`config.mk`:
```
export PLATFORM = sky130hd
export DESIGN_NAME = focpwm_div
export DESIGN_NICKNAME = d
export VERILOG_FILES = /design/src/hdl/focpwm_pkg.sv /design/src/hdl/focpwm_div.sv
export SDC_FILE = /design/constraint.sdc
export NUM_CORES = 2
export LEC_CHECK = 0
export ABC_AREA = 0
export BUFFER_PORTS_ARGS = -buffer_cell sky130_fd_sc_hd__buf_2
export CAP_MARGIN = 0
export CORE_MARGIN = 2
export CORE_UTILIZATION = 55
export DETAILED_ROUTE_END_ITERATION = 8
export PLACE_DENSITY = 0.7
export SKIP_LAST_GASP = 1
export SYNTH_ARGS = -nofsm -noshare
export SYNTH_HDL_FRONTEND = slang
export SYNTH_SLANG_ARGS = --single-unit
```
`constraint.sdc`:
```
create_clock -name clk -period 24.6 [get_ports clk]
set_input_delay 1.23 -clock clk [delete_from_list [all_inputs] [get_ports clk]]
set_output_delay 1.23 -clock clk [all_outputs]
set_load 0.05 [all_outputs]
```
`src/hdl/focpwm_pkg.sv`:
```
package focpwm_pkg;

    typedef struct packed {
        logic signed [15:0] phase_a_current;
        logic signed [15:0] phase_b_current;
        logic [15:0]        rotor_angle;
    } sample_t;

    typedef struct packed {
        logic signed [15:0] current_d;
        logic signed [15:0] current_q;
        logic [15:0]        compare_a;
        logic [15:0]        compare_b;
        logic [15:0]        compare_c;
    } result_t;

    // d/q current side band that rides along the pwm half of the pipe
    typedef struct packed {
        logic signed [15:0] d;
        logic signed [15:0] q;
    } dq_t;

    // configuration register map
    localparam int CFG_IDX_W = 4;
    localparam logic [CFG_IDX_W-1:0] REG_BUS_VOLTAGE = 4'd0;
    localparam logic [CFG_IDX_W-1:0] REG_VOLT_D_CMD  = 4'd1;
    localparam logic [CFG_IDX_W-1:0] REG_VOLT_Q_CMD  = 4'd2;
    localparam logic [CFG_IDX_W-1:0] REG_PWM_PERIOD  = 4'd3;

    localparam logic [15:0] BUS_VOLTAGE_RST = 16'd7168;
    localparam logic [15:0] VOLT_D_CMD_RST  = 16'd0;
    localparam logic [15:0] VOLT_Q_CMD_RST  = 16'd768;
    localparam logic [15:0] PWM_PERIOD_RST  = 16'd3750;

    // fixed-point constants
    localparam longint Q30_ONE     = 64'sd1073741824;
    localparam longint HALF_PI_Q30 = 64'sd1686629713;
    localparam logic signed [17:0] INV_SQRT3_Q16  = 18'sd37837;
    localparam logic signed [17:0] SQRT3_HALF_Q16 = 18'sd56756;

    localparam int SIN_W = 15;

    // compare divider
    localparam int QUOT_W     = 16;
    localparam int NUM_W      = 34;
    localparam int DIV_STEPS  = 4;
    localparam int DIV_STAGES = QUOT_W / DIV_STEPS;
    localparam int PHASES     = 3;

    function automatic logic signed [15:0] sat16(input logic signed [20:0] v);
        logic signed [15:0] r;
        if (v > 21'sd32767)
            r = 16'sh7fff;
        else if (v < -21'sd32768)
            r = 16'sh8000;
        else
            r = v[15:0];
        return r;
    endfunction

endpackage

```
`src/hdl/focpwm_div.sv`:
```
module focpwm_div (
    input  logic                            clk,
    input  logic                            en,
    input  logic [focpwm_pkg::NUM_W-1:0]    numer [focpwm_pkg::PHASES],
    input  logic [15:0]                     divisor,
    output logic [focpwm_pkg::QUOT_W-1:0]   quot [focpwm_pkg::PHASES]
);

    localparam int NW  = focpwm_pkg::NUM_W;
    localparam int QW  = focpwm_pkg::QUOT_W;
    localparam int NST = focpwm_pkg::DIV_STAGES;
    localparam int NPH = focpwm_pkg::PHASES;

    logic [NW-1:0] rem_reg  [NST][NPH];
    logic [NW-1:0] rem_next [NST][NPH];
    logic [QW-1:0] q_reg    [NST][NPH];
    logic [QW-1:0] q_next   [NST][NPH];

    // restoring division, DIV_STEPS quotient bits per stage
    always_comb
    begin
        logic [NW-1:0] r;
        logic [QW-1:0] qq;
        logic [NW-1:0] dsh;
        int            b;
        for (int st = 0; st < NST; st++)
        begin
            for (int ph = 0; ph < NPH; ph++)
            begin
                r  = (st == 0) ? numer[ph] : rem_reg[(st == 0) ? 0 : st - 1][ph];
                qq = (st == 0) ? '0 : q_reg[(st == 0) ? 0 : st - 1][ph];
                for (int s = 0; s < focpwm_pkg::DIV_STEPS; s++)
                begin
                    b   = QW - 1 - (st * focpwm_pkg::DIV_STEPS + s);
                    dsh = NW'(divisor) << b;
                    if (r >= dsh)
                    begin
                        r     = r - dsh;
                        qq[b] = 1'b1;
                    end
                end
                rem_next[st][ph] = r;
                q_next[st][ph]   = qq;
            end
        end
    end

    always_ff @(posedge clk)
    begin
        if (en)
        begin
            rem_reg <= rem_next;
            q_reg   <= q_next;
        end
    end

    always_comb
    begin
        for (int ph = 0; ph < NPH; ph++)
            quot[ph] = q_reg[NST-1][ph];
    end

endmodule

```
==> summary.md <==
| Metric | Value |
|---|---|
| Status | finished clean |
| Startpoint types | input port |
| Mapped Area | 0.06846 mm² |
| Multi-input gate area | 0.05310 mm² |
| Maximum clock rate | 0.06026 GHz |
| WP data required | 25000 ps |
| Clock latency on the worst-skew pair | 670 ps |
| IO buf count | 167 |
| Storage cell area | 0.01279 mm² |
| WP data arrival | 17000 ps |
| Distinct cells, synth | 128 |
| Synth Warn # | 0 |
| Final Cycle Share | 0.6746 |
| # DRC | 0 |
| Hold Fails Final Rpt | 0 |
| First-pass GRT wire length | 326500 µm |
| Max reg flops | 306 |
| Synth Instances | 8813 |
| Largest net degree at the start of global routing | 83 |
| Final Setup Violations | 0 |
| Vias in the first global route | 62140 |
| Max clock buf depth | 3 |
| Routed via count | 67300 |
| Syn_nets | 9746 |
| Slew headroom | 0.1199 |
| Post-synth top flop | edfxtp_1 |
| Unrepaired setup endpoints after global routing | no |
| Synth Area per Inst | 7.768 µm² |
| # IOs | 168 |
| H-tree levels | 2 |
| Number of cell rows | 129 |
| DIE WIDTH | 356.8 µm |
| DR vias/cell | 6.363 |
| Die area | 0.1273 mm² |
| Final Max Tran Viols | 0 |
| Post-DR wirelength/cell | 19.59 µm |
| DRT Pass-1 Iters | 8 |
| Area Overhead vs Synth | 6.465% |
| CP max stage delay | 840 ps |
| GPL Wtd Cong | 0.9697 |
| Seq/Total Area, Yosys | 0.1869 |
| Post-DP HPWL | 162900 µm |
| Number of max-cap violations | 0 |
| Die Height | 356.8 µm |
| Total CTS buffers | 56 |
| Clk root buf | clkbuf_16 |
| CTS tree | done |
| Setup bufs post-CTS | 0 |
| Wirelength, routed | 207200 µm |
| Synthesized flop and latch total | 426 |
| Initial antenna violation count | 6 |
| GRT Residual Overflow | 0 |
| GRT Resource Usage Total | 0.3127 |
| CP Max Fanout | 28 |
| Hold WC Path Type | reg -> reg |
| DRT antenna net count | 0 |
| Initial Util | 0.5537 |
| Final #Nets | 9829 |
| Setup Skew | 25.96 ps |
| Clock sinks | 426 |
| Crit path time final | 16600 ps |
| Setup TNS | 0 ps |
| Reg clk slew, reported paths | 60 ps |
| Critical path's slowest cell | nand4_1 |
| Drt first-iter violations | 6823 |
| Post-synth EDFFs | 426 |
| Async SR Flop Fraction | 0 |
| CP endpoint kind | flop |
| Core Region | 0.1236 mm² |
| Layout cells sized above 1 | 0.07407 |
| WHS | 395.9 ps |
| Post-CTS sizing | 0 |
| Hold buffers post-CTS | 0 |
| Crit path kind | in -> reg |
| # fillers | 11310 |
| Actual slew at the worst max-slew pin | 1308 ps |
## worst paths after layout
check	start	to	slack, ps	cells after the start
worst max-delay path	divisor[4]	rem_reg[331]	8000	63
worst min register to register	q_next[8]	quot[8]	400	0
worst min-delay path	q_next[8]	quot[8]	400	0
worst max register to register	rem_reg[361]	rem_reg[247]	8300	57
## synth_stat cells, drive strengths merged, types with 34 or more instances
library cell / instances / area, µm²
o21bai: 78 / 585.6
nand3: 200 / 1006
nand2: 855 / 3222
nand2b: 118 / 738.2
o21a: 127 / 953.4
or4: 50 / 386.6
mux2i: 56 / 560.5
o31ai: 120 / 939.7
buf: 62 / 321.6
edfxtp: 426 / 12790
fa: 45 / 900.9
or2: 62 / 387.9
nor3: 210 / 1082
mux2: 146 / 1644
nand4: 185 / 1170
ha: 768 / 9609
o211ai: 72 / 540.5
a21o: 313 / 2350
and3: 89 / 561.8
o21ai: 643 / 3222
xnor2: 490 / 4299
xor2: 227 / 1988
a31oi: 84 / 531.8
a211oi: 70 / 548.0
a211o: 34 / 297.8
a21boi: 96 / 720.7
clkbuf: 158 / 593.1
nor2: 774 / 2918
nor2b: 104 / 650.6
nor4: 108 / 728.2
and2: 89 / 556.8
inv: 444 / 1667
a21oi: 859 / 4303
and4: 34 / 297.8
or3: 77 / 486.7
## cell usage in the layout (no fill, tap or decap), types with 92 or more instances in the layout
cell type / instances
ha_1: 768
a21boi_0: 92
xnor2_1: 489
nor2b_1: 104
o31ai_1: 114
nand2b_1: 118
nand2_1: 852
nor4_1: 100
xor2_1: 227
nand4_1: 183
nor3_1: 203
o21ai_0: 618
nor2_1: 771
buf_2: 165
edfxtp_1: 426
a21oi_1: 857
nand3_1: 199
o21a_1: 127
a21o_1: 313
mux2_2: 145
inv_1: 420
## cell type report
class | instances | share of cell area
multi-input combinational | 7717 | 0.7285
timing repair buffer | 245 | 0.02053
tap | 1637 | 0.02810
clock buffer | 65 | 0.01998
inverter | 450 | 0.02348
clock inverter | 35 | 0.003811
sequential | 426 | 0.1755
antenna | 2 | 0.00006867
## stage by stage
step | area, µm² | cells | utilization | setup slack, ps
floorplan | 68460 | 8813 | - | 7944
global placement | 71140 | 10480 | 0.5754 | 7971
global route | 72880 | 10580 | 0.5895 | 6513
CTS | 72880 | 10580 | 0.5895 | 8259
finish | 72880 | 10580 | 0.5895 | 8004
detailed placement | 71140 | 10480 | 0.5754 | 7588
## cell families after synthesis
logic type / count (synthesis) / synth area share
buffers and inverters: 670 / 0.03803
AO/OA/AOI/OAI: 2879 / 0.2708
AND/OR/NAND/NOR: 3105 / 0.2264
flip-flops: 426 / 0.1869
XOR/XNOR: 718 / 0.09217
multiplexers: 202 / 0.03220
adder cells (fa/ha/maj): 813 / 0.1535
## worst max-delay path, delay by kind of cell
kind | cells | cell delay, ps
and+or+nand+nor | 16 | 3440
adders and majority gates | 4 | 1490
muxes | 3 | 1070
AOI/OAI and AO/OA | 32 | 7230
buffers and inverters | 8 | 2410
## metal layers
layer	part of all wire	global-route usage	vias up
li1	-	-	33220
met2	0.44	0.4968	2337
met3	0.072	0.03432	318
met5	0	0	-
met4	0.032	0.09874	0
met1	0.46	0.4432	31420
Power is not shown: default switching activity piles up to over one toggle a cycle in this logic, so the estimate is an artifact.
