### src/hdl/focpwm_pkg.sv
package focpwm_pkg;

    typedef struct packed {
        logic signed [15:0] phase_a_current;
        logic signed [15:0] phase_b_current;
        logic [15:0]        rotor_angle;
    } sample_t;

    typedef struct packed {
        logic signed [15:0] current_d;
        logic signed [15:0] current_q;
        logic [15:0]        compare_a;
        logic [15:0]        compare_b;
        logic [15:0]        compare_c;
    } result_t;

    // d/q current side band that rides along the pwm half of the pipe
    typedef struct packed {
        logic signed [15:0] d;
        logic signed [15:0] q;
    } dq_t;

    // configuration register map
    localparam int CFG_IDX_W = 4;
    localparam logic [CFG_IDX_W-1:0] REG_BUS_VOLTAGE = 4'd0;
    localparam logic [CFG_IDX_W-1:0] REG_VOLT_D_CMD  = 4'd1;
    localparam logic [CFG_IDX_W-1:0] REG_VOLT_Q_CMD  = 4'd2;
    localparam logic [CFG_IDX_W-1:0] REG_PWM_PERIOD  = 4'd3;

    localparam logic [15:0] BUS_VOLTAGE_RST = 16'd7168;
    localparam logic [15:0] VOLT_D_CMD_RST  = 16'd0;
    localparam logic [15:0] VOLT_Q_CMD_RST  = 16'd768;
    localparam logic [15:0] PWM_PERIOD_RST  = 16'd3750;

    // fixed-point constants
    localparam longint Q30_ONE     = 64'sd1073741824;
    localparam longint HALF_PI_Q30 = 64'sd1686629713;
    localparam logic signed [17:0] INV_SQRT3_Q16  = 18'sd37837;
    localparam logic signed [17:0] SQRT3_HALF_Q16 = 18'sd56756;

    localparam int SIN_W = 15;

    // compare divider
    localparam int QUOT_W     = 16;
    localparam int NUM_W      = 34;
    localparam int DIV_STEPS  = 4;
    localparam int DIV_STAGES = QUOT_W / DIV_STEPS;
    localparam int PHASES     = 3;

    function automatic logic signed [15:0] sat16(input logic signed [20:0] v);
        logic signed [15:0] r;
        if (v > 21'sd32767)
            r = 16'sh7fff;
        else if (v < -21'sd32768)
            r = 16'sh8000;
        else
            r = v[15:0];
        return r;
    endfunction

endpackage

### src/hdl/focpwm_skid.sv
module focpwm_skid (
    input  logic                  clk,
    input  logic                  rst_n,
    input  logic                  push,
    input  focpwm_pkg::result_t   push_data,
    output logic                  space,
    output logic                  out_valid,
    input  logic                  out_ready,
    output focpwm_pkg::result_t   out_data
);

    logic                out_valid_reg;
    logic                skid_valid_reg;
    focpwm_pkg::result_t out_data_reg;
    focpwm_pkg::result_t skid_data_reg;

    always_ff @(posedge clk or negedge rst_n)
    begin
        if (!rst_n)
        begin
            out_valid_reg  <= 1'b0;
            skid_valid_reg <= 1'b0;
        end
        else
        begin
            if (!out_valid_reg || out_ready)
            begin
                out_valid_reg  <= skid_valid_reg || push;
                skid_valid_reg <= 1'b0;
            end
            else if (push)
                skid_valid_reg <= 1'b1;
        end
    end

    always_ff @(posedge clk)
    begin
        if (!out_valid_reg || out_ready)
            out_data_reg <= skid_valid_reg ? skid_data_reg : push_data;
        else if (push && !skid_valid_reg)
            skid_data_reg <= push_data;
    end

    assign space     = !skid_valid_reg;
    assign out_valid = out_valid_reg;
    assign out_data  = out_data_reg;

`ifndef ASSERT_OFF
    a_skid_implies_out: assert property (@(posedge clk) disable iff (!rst_n)
        skid_valid_reg |-> out_valid_reg)
        else $error("skid entry held without output entry");
    a_skid_drains: assert property (@(posedge clk) disable iff (!rst_n)
        (skid_valid_reg && out_ready) |=> !skid_valid_reg)
        else $error("skid entry not drained after transfer");
    a_push_has_room: assert property (@(posedge clk) disable iff (!rst_n)
        push |-> !skid_valid_reg)
        else $error("push with skid entry already full");
`endif

endmodule

### config.mk
export PLATFORM = sky130hd
export DESIGN_NAME = focpwm_skid
export DESIGN_NICKNAME = d
export VERILOG_FILES = /design/src/hdl/focpwm_pkg.sv /design/src/hdl/focpwm_skid.sv
export SDC_FILE = /design/constraint.sdc
export NUM_CORES = 1
export LEC_CHECK = 0
export ABC_AREA = 1
export ABC_CLOCK_PERIOD_IN_PS = 7400
export BUFFER_PORTS_ARGS = -buffer_cell sky130_fd_sc_hd__buf_2
export CORE_MARGIN = 1
export CORE_UTILIZATION = 52
export CTS_CLUSTER_SIZE = 28
export DETAILED_ROUTE_END_ITERATION = 8
export PLACE_DENSITY = 0.79
export SLEW_MARGIN = 20
export SYNTH_ARGS = -nofsm -noshare
export SYNTH_HDL_FRONTEND = slang
export SYNTH_SLANG_ARGS = --single-unit
### constraint.sdc
create_clock -name clk -period 7.4 [get_ports clk]
set_input_delay 0.37 -clock clk [delete_from_list [all_inputs] [get_ports clk]]
set_output_delay 0.37 -clock clk [all_outputs]
set_load 0.05 [all_outputs]
==> reports/metrics.cfg, run 1 <==
[synthesis]
postSynthCellCount=427
synth-warning-count=0
syn-cell-area_mm2=0.00593
synth_seq_cells=162
yosysSeqAreaShare_pct=81.8
postSynthNetCount=511
netlist.top_cell.by_area=edfxtp_1
synth_top_area_share_pct=81.0
synth_cell_types=9
synth.top_cells.by_area=edfxtp_1, nand2_1, buf_6, dfrtp_1, buf_2
syn_area_per_cell_um2=13.9

[routing]
detail_route.wl_per_cell_um=14.9
detailroute.via_count=3711
drtAntennaViolNets=0
via_per_inst=4.95
detailedRoute.firstIterationViolations=193
drt_first_pass_iters=4
drt-total-wl_mm=11.2
post-route-drc-count=0

[pwr]
seq_power_share_pct=46.1
static-leakage-power_nw=3.28
p_int_mw=1.79
max-vdd-ir-drop_mv=0.217
power_switching_share_pct=25.8
power.switching_uw=622
power_density_mw_per_mm2=322
comb_power_share_pct=13.6
power.share.clock_pct=40.3
total_power_mw=2.41

[floorplanning]
floorplan.die.height_um=109
core_area_mm2=0.0110
top_level_ports=166
effective_utilization_at_floorplan_pct=54.0
die_area_mm2=0.0118
placementRows=38
die_width_um=109

[final_layout]
finish.net_count=681
antenna-diode-count=0
layout.cell_area.non_filler_mm2=0.00750
layout_common_cells=nand2_1, buf_2, edfxtp_1
layout.cells.most_common=nand2_1
drive_above_1_share_pct=32.8
synthToLayoutAreaGrowth_pct=26.3

[timing]
setup_viol_count_final=0
period_minus_slack_ns=3.39
timing.final.max_slew_violations=0
whs_ns=0.140
timing_worst_slew_pin_value_ns=1.07
final.setup_skew_ns=0.0122
max-slew-margin-rel_pct=28.7
rsz_0062_raised_after_global_routing=false
timing.fmax_ghz=0.295
postLayoutSetupSlackWorst_ns=4.01
hold_violations_final=0
timing.setup.tns_ns=0
period_utilisation_layout_pct=45.8

[hold_path]
min_delay_worst_endpoint=skid_data_reg[6]
worst_hold_path_type=in2reg
holdPathStages=1
worst_hold_startpoint=push_data[6]

[flow_run]
max_cap_violations=0

[grt]
first_global_vias=3443
grt_usage_pct=19.9
globalRouteOverflowTotal=0
maximum_number_of_pins_on_one_net_before_global_route_repair=84
grt_pass1_wl_mm=17.0
grt_antenna_before_repair=0

[setup_path]
timing.critical_path.from_type=register
worst_ep_arrival_time_ns=3.43
criticalPathCategory=reg2reg
type_of_destination_of_the_critical_path=register
crit-reg2reg-capture=skid_data_reg[34]
r2r_start=skid_valid_reg
worstPathMaxFanout=82
r2r.worst_path.cells=5
r2r_setup_slack_ns=4.01
critPathRequiredTime_ns=7.44

[placement]
detailedPlace.worstSlack_ns=3.98
placed_wire_length_estimate_after_detailed_placement_mm=6.97
io_buffers=165
placed_cell_area_mm2=0.00682
gp_congestion=0.800

[clock_network]
cts.reportedPaths.clkPinSlew_ns=0.06
post_cts.repair.setup_buffers=0
cts_inserted_buffers=17
cts_sinks=162
clk_path_buf_depth=2
clk_latency_ns=0.42
clockRootBuffer=clkbuf_16
tritoncts=yes
holdBufCountCts=1
level_count_of_the_clock_h_tree=4
ctsResizeCount=0

[status]
outcome=finished, final reports clean

==> worst max-delay path by stage <==
| stage | startpoint | to | depth (start not counted) |
|---|---|---|---|
| floorplan | out_valid | skid_data_reg[0] | 2 |
| global placement | skid_valid_reg | skid_data_reg[65] | 5 |
| detailed placement | skid_valid_reg | skid_data_reg[58] | 5 |
| CTS | skid_valid_reg | skid_data_reg[63] | 5 |
| global route | skid_valid_reg | skid_data_reg[65] | 5 |
| finish | skid_valid_reg | skid_data_reg[34] | 5 |
==> logic make-up after synthesis <==
family / synth area share, %
and+or+nand+nor: 15.6
DFF: 81.8
buffers and inverters: 2.64
==> synth_stat cells <==
cell      count
buf_4         1
inv_6         1
buf_2         7
inv_1         1
nand2_1     243
dfrtp_1       2
buf_6         9
nor2_1        3
edfxtp_1    160
==> worst max-delay path, stage by stage (launching register included) <==
cell and delay (ns):
dfrtp_2 0.40, buf_4 0.38, inv_6 0.56, nand2_1 0.20, nor2_4 0.82, buf_4 0.59
==> power by group through the flow <==
stage | Sequential (mW) | Combinational, mW | Clock [mW]
2_1_floorplan | 1.30 | 0.0781 | 0
3_3_place_gp | 1.13 | 0.323 | 0
3_5_place_dp | 1.13 | 0.331 | 0
4_1_cts | 1.11 | 0.332 | 0.984
5_1_grt | 1.12 | 0.351 | 1.02
6_report | 1.11 | 0.330 | 0.972
==> final cells by class <==
type | instances | area, um2
repair buffers | 168 | 851
clock buffers | 18 | 429
clock inverters | 14 | 235
well taps | 140 | 175
flip-flops and latches | 162 | 4860
inverters | 2 | 12.5
fillers | 766 | 3490
multi-input cells | 246 | 938
==> layer usage <==
layer  vias up  track usage (%)  wire length (um)
met5         -                0                 0
met4         0             10.3               243
met3        17             4.66               696
met2       162             32.4              5830
met1      1741             24.8              4430
li1       1791                -                 -
==> through the flow <==
step	cells	util [%]
floorplan	427	-
global placement	717	62.1
detailed placement	717	62.1
CTS	750	68.3
global route	750	68.3
finish	750	68.3
Power figures use the tool's default switching activity.
==> run 2, diff against run 1 <==
- ABC_CLOCK_PERIOD_IN_PS: 7400 -> 2900
- CORE_UTILIZATION: 52 -> 47
- PLACE_DENSITY: 0.79 -> 0.75
- clock period: 7.4 -> 2.9 ns (I/O delays scaled with it)
==> reports/metrics.cfg, run 2 (same netlist as run 1, synthesis figures left out) <==
[final_layout]
n_fill_cell=840  ; +9.7%
synthToLayoutAreaGrowth_pct=39.6
layout_common_cells=nand2_1, buf_2, edfxtp_1
finish.net_count=765  ; +12%
antenna-diode-count=0  ; unchanged
layoutNonFillerInstCount=858  ; +14%
layout.cell_area.non_filler_mm2=0.00828  ; +10%
fin_util_pct=68.1  ; -0.14 points
drive_above_1_share_pct=28.6  ; -4.2 points
layout.cells.most_common=nand2_1

[setup_path]
critPathRequiredTime_ns=2.76  ; -4.68 ns
type_of_destination_of_the_critical_path=output pin
criticalPathCategory=reg2out
worstPathMaxFanout=81  ; -1.2%
worst_ep_arrival_time_ns=1.94  ; -1.49 ns
timing.critical_path.from_type=register

[routing]
drt-total-wl_mm=12.2  ; +9.0%
detailedRoute.firstIterationViolations=327  ; +69%
via_per_inst=4.62  ; -6.6%
drtAntennaViolNets=0  ; unchanged
detail_route.wl_per_cell_um=14.2  ; -4.7%
drt_first_pass_iters=5  ; +1
detailroute.via_count=3966  ; +6.9%
post-route-drc-count=0  ; unchanged

[pwr]
max-vdd-ir-drop_mv=0.451  ; +110%
static-leakage-power_nw=3.59  ; +9.6%
total_power_mw=5.98  ; +150%
power_density_mw_per_mm2=722  ; +120%

[placement]
io_buffers=165  ; unchanged
placedCellCount=748  ; +4.3%
gp_congestion=0.789  ; -1.3%
placed_wire_length_estimate_after_detailed_placement_mm=7.03  ; +0.89%
placed_cell_area_mm2=0.00689  ; +0.97%

[grt]
grt_antenna_before_repair=0  ; unchanged
grt_pass1_wl_mm=18.8  ; +11%
maximum_number_of_pins_on_one_net_before_global_route_repair=82  ; -2.4%
first_global_vias=3886  ; +13%
grt_usage_pct=19.6  ; -0.21 points
globalRouteOverflowTotal=0  ; unchanged

[timing]
hold_violations_final=0  ; unchanged
setup_viol_count_final=0  ; unchanged
final.setup_skew_ns=0.00433  ; -0.00788 ns
rsz_0062_raised_after_global_routing=false
period_minus_slack_ns=2.09
timing.final.max_slew_violations=0  ; unchanged
max-slew-margin-rel_pct=45.0  ; +16 points
timing.setup.tns_ns=0  ; unchanged
timing_worst_slew_pin_value_ns=0.826  ; -0.244 ns
period_utilisation_layout_pct=72.0
timing.fmax_ghz=0.479

[clock_network]
tritoncts=yes
clockRootBuffer=clkbuf_16
cts_sinks=162  ; unchanged
cts_inserted_buffers=17  ; unchanged
level_count_of_the_clock_h_tree=4  ; unchanged
clk_latency_ns=0.41  ; about the same
cts.reportedPaths.clkPinSlew_ns=0.06  ; about the same
clk_path_buf_depth=2  ; unchanged
post_cts.repair.setup_buffers=0  ; unchanged

[floorplanning]
top_level_ports=166  ; unchanged
die_width_um=114  ; +5.1%
die_area_mm2=0.0131  ; +10%
floorplan.die.height_um=114  ; +5.1%
placementRows=40  ; +5.3%
core_area_mm2=0.0122  ; +11%
effective_utilization_at_floorplan_pct=48.8  ; -5.2 points

[hold_path]
worst_hold_path_type=in2async

[status]
outcome=finished, final reports clean

[flow_run]
max_cap_violations=0  ; unchanged

[run 2: repair_timing]
| item | in CTS | in global routing |
|---|---|---|
| gates resized for setup | 0 | 0 |
| endpoints found under the hold margin | 101 | 0 |
| hold buffers | 82 | 0 |
[run 2: power by group]
part           switching, mW  leakage, nW  internal (mW)
Combinational          0.689         1.74          0.246
Clock                  0.799        0.281           1.41
Sequential            0.0492         1.57           2.79
Total                   1.54         3.59           4.44
[run 2: critical path: stages (launching register included)]
cell,delay [ns]
dfrtp_2,0.43
inv_6,0.05
buf_4,0.61
buf_2,0.39
[run 2: metrics by stage]
stage,hold slack [ns],setup slack (ns)
floorplan,-0.151,0.0744
global placement,-0.0601,1.11
detailed placement,-0.0589,1.06
CTS,0.0383,0.773
global route,0.0621,0.714
finish,0.0623,0.812
[run 2: layout make-up]
cell class | count | area, um2 | area share, %
flip-flops and latches | 162 | 4860 | 58.6
inverters | 2 | 12.5 | 0.151
clock buffers | 19 | 433 | 5.23
well taps | 168 | 210 | 2.54
repair buffers | 252 | 1680 | 20.3
multi-input cells | 246 | 947 | 11.4
clock inverters | 9 | 141 | 1.71
[run 2: worst paths after layout]
kind                                        start           endpoint  slack [ns]  cells past startpoint
worst max-delay path               skid_valid_reg              space        0.81                      3
worst min-delay path                        rst_n          out_valid        0.06                      2
worst max register to register          out_valid  skid_data_reg[25]        1.07                      3
worst min register to register  skid_data_reg[16]       out_data[16]        0.51                      2
max in group asynchronous                   rst_n     skid_valid_reg        2.72                      2
min in group clk                        out_ready     skid_valid_reg        0.27                      4
[run 2: metal layers]
| metal | wire length (um) | GRT usage (%) | vias to the layer above | part of all wire (%) |
|---|---|---|---|---|
| met5 | 0 | 0 | - | 0 |
| met2 | 6470 | 34.1 | 154 | 53 |
| met1 | 4870 | 23.0 | 1847 | 40 |
| met3 | 700 | 4.66 | 16 | 5.7 |
| met4 | 176 | 9.61 | 0 | 1.4 |
| li1 | - | - | 1949 | - |
==> run 3, diff against run 2 <==
- ABC_CLOCK_PERIOD_IN_PS: 2900 -> 1700
- clock period: 2.9 -> 1.7 ns (I/O delays scaled with it)
==> reports/metrics.cfg, run 3 (same netlist as run 1, synthesis figures left out) <==
[routing]
drtAntennaViolNets=0  ; unchanged
post-route-drc-count=0  ; unchanged
drt_first_pass_iters=5  ; unchanged
drt-total-wl_mm=12.4  ; +1.3%
detailedRoute.firstIterationViolations=303  ; -7.3%
detailroute.via_count=4053  ; +2.2%
via_per_inst=4.69  ; +1.5%
detail_route.wl_per_cell_um=14.3  ; +0.63%

[final_layout]
antenna-diode-count=0  ; unchanged
regArea_mm2=0.00486  ; about the same
layout.cells.most_common=nand2_1
synthToLayoutAreaGrowth_pct=40.5
multi_input_comb_area_um2=947  ; unchanged
fin_util_pct=68.6  ; +0.46 points
n_fill_cell=802  ; -4.5%
drive_above_1_share_pct=29.0  ; +0.47 points
layout_common_cells=nand2_1, buf_2, edfxtp_1
finish.net_count=767  ; +0.26%

[setup_path]
timing.critical_path.from_type=register
critPathRequiredTime_ns=1.62  ; -1.14 ns
type_of_destination_of_the_critical_path=output pin
worstPathMaxFanout=81  ; unchanged
criticalPathCategory=reg2out
worst_ep_arrival_time_ns=1.55  ; -0.39 ns

[timing]
hold_violations_final=0  ; unchanged
period_utilisation_layout_pct=96.0
max-slew-margin-rel_pct=44.0  ; -1.0 points
final.setup_skew_ns=0.00726  ; +0.00292 ns
period_minus_slack_ns=1.63
timing.fmax_ghz=0.612
timing.final.max_slew_violations=0  ; unchanged
setup_viol_count_final=0  ; unchanged
timing_worst_slew_pin_value_ns=0.841  ; +0.0150 ns
rsz_0062_raised_after_global_routing=false

[floorplanning]
die_area_mm2=0.0131  ; unchanged
effective_utilization_at_floorplan_pct=48.8  ; unchanged
top_level_ports=166  ; unchanged
die_width_um=114  ; unchanged
floorplan.die.height_um=114  ; unchanged
placementRows=40  ; unchanged
core_area_mm2=0.0122  ; unchanged

[flow_run]
max_cap_violations=0  ; unchanged

[pwr]
power.share.clock_pct=35.6  ; -1.3 points
p_int_mw=7.33  ; +65%
static-leakage-power_nw=3.60  ; +0.43%
power_switching_share_pct=27.0  ; +1.3 points
power.switching_mw=2.71  ; +77%
power_density_mw_per_mm2=1200  ; +67%
total_power_mw=10.0  ; +68%
seq_power_share_pct=48.2  ; +0.7 points
max-vdd-ir-drop_mv=0.808  ; +79%
comb_power_share_pct=16.2  ; +0.6 points

[placement]
gp_congestion=0.748  ; -5.3%
io_buffers=165  ; unchanged
placed_wire_length_estimate_after_detailed_placement_mm=6.79  ; -3.3%

[grt]
first_global_vias=3997  ; +2.9%
globalRouteOverflowTotal=0  ; unchanged
grt_antenna_before_repair=0  ; unchanged
grt_pass1_wl_mm=19.0  ; +1.3%
maximum_number_of_pins_on_one_net_before_global_route_repair=82  ; unchanged
grt_usage_pct=20.0  ; +0.35 points

[clock_network]
clk_latency_ns=0.42  ; about the same
level_count_of_the_clock_h_tree=4  ; unchanged
clk_path_buf_depth=2  ; unchanged
cts_sinks=162  ; unchanged
cts.reportedPaths.clkPinSlew_ns=0.06  ; about the same
cts_inserted_buffers=17  ; unchanged
clockRootBuffer=clkbuf_16
tritoncts=yes

[status]
outcome=finished, final reports clean

[hold_path]
worst_hold_path_type=in2reg

[run 3: changes by cell type in the layout (fill, tap and decap cells not counted), sizes merged]
| cell | previous run | this run |
|---|---|---|
| clkbuf | 19 | 20 |
| clkinv | 5 | 9 |
| bufinv | 4 | 2 |
| dlygate4sd3 | 82 | 83 |
| clkinvlp | 0 | 2 |
[run 3: power by group through the flow]
stage / clock network, mW / registers, mW / logic, mW
final: 3.58 / 4.84 / 1.63
after global routing: 3.79 / 4.86 / 1.73
after CTS: 3.64 / 4.84 / 1.62
after detailed placement: 0 / 4.92 / 1.47
after global placement: 0 / 4.91 / 1.44
after floorplan: 0 / 5.64 / 0.346
[run 3: layout make-up]
class / instances / area share [%]
clock buffers: 19 / 5.19
clock inverters: 13 / 1.43
multi-input cells: 246 / 11.4
inverters: 2 / 0.150
well taps: 168 / 2.52
repair buffers: 254 / 21.1
flip-flops and latches: 162 / 58.2
[run 3: timing repair]
action                                 in CTS  in global routing
setup endpoints to repair                   0                  1
hold buffers                               83                  0
buffers inserted                            0                  0
resized for setup                           0                  2
endpoints found under the hold margin     164                  0
[run 3: worst max-delay path, cell delays in order, from the launching register on]
cell and delay [ns]:
dfrtp_2 0.43, inv_6 0.07, buf_16 0.28, clkbuf_4 0.31
[run 3: layer usage]
metal  global-route usage [%]  vias to the layer above  wire (um)
li1                         -                     1956          -
met1                     22.5                     1889       4910
met2                     34.6                      176       6450
met3                     5.19                       32        655
met4                     11.5                        0        363
met5                        0                        -          0
[run 3: worst paths after layout]
path / slack, ns / startpoint / cells past startpoint / to
min: 0.33 / out_ready / 5 / skid_data_reg[57]
min reg2reg: 0.51 / skid_data_reg[20] / 2 / out_data[20]
max: 0.07 / skid_valid_reg / 3 / space
max in group asynchronous: 1.05 / rst_n / 3 / skid_valid_reg
max reg2reg: 0.19 / skid_valid_reg / 3 / out_data[64]
min in group asynchronous: 0.52 / rst_n / 3 / out_valid
[run 3: through the flow]
stage / cells / setup TNS (ns) / area, um2 / setup slack (ns) / hold WS [ns]
floorplan: 427 / -72.46 / 5960 / -0.906 / -0.211
CTS: 864 / 0 / 8330 / 0.0119 / 0.316
finish: 864 / 0 / 8340 / 0.0672 / 0.327
global placement: 749 / 0 / 6950 / 0.299 / -0.130
detailed placement: 749 / 0 / 6950 / 0.246 / -0.127
global route: 864 / 0 / 8340 / 0.00212 / 0.339
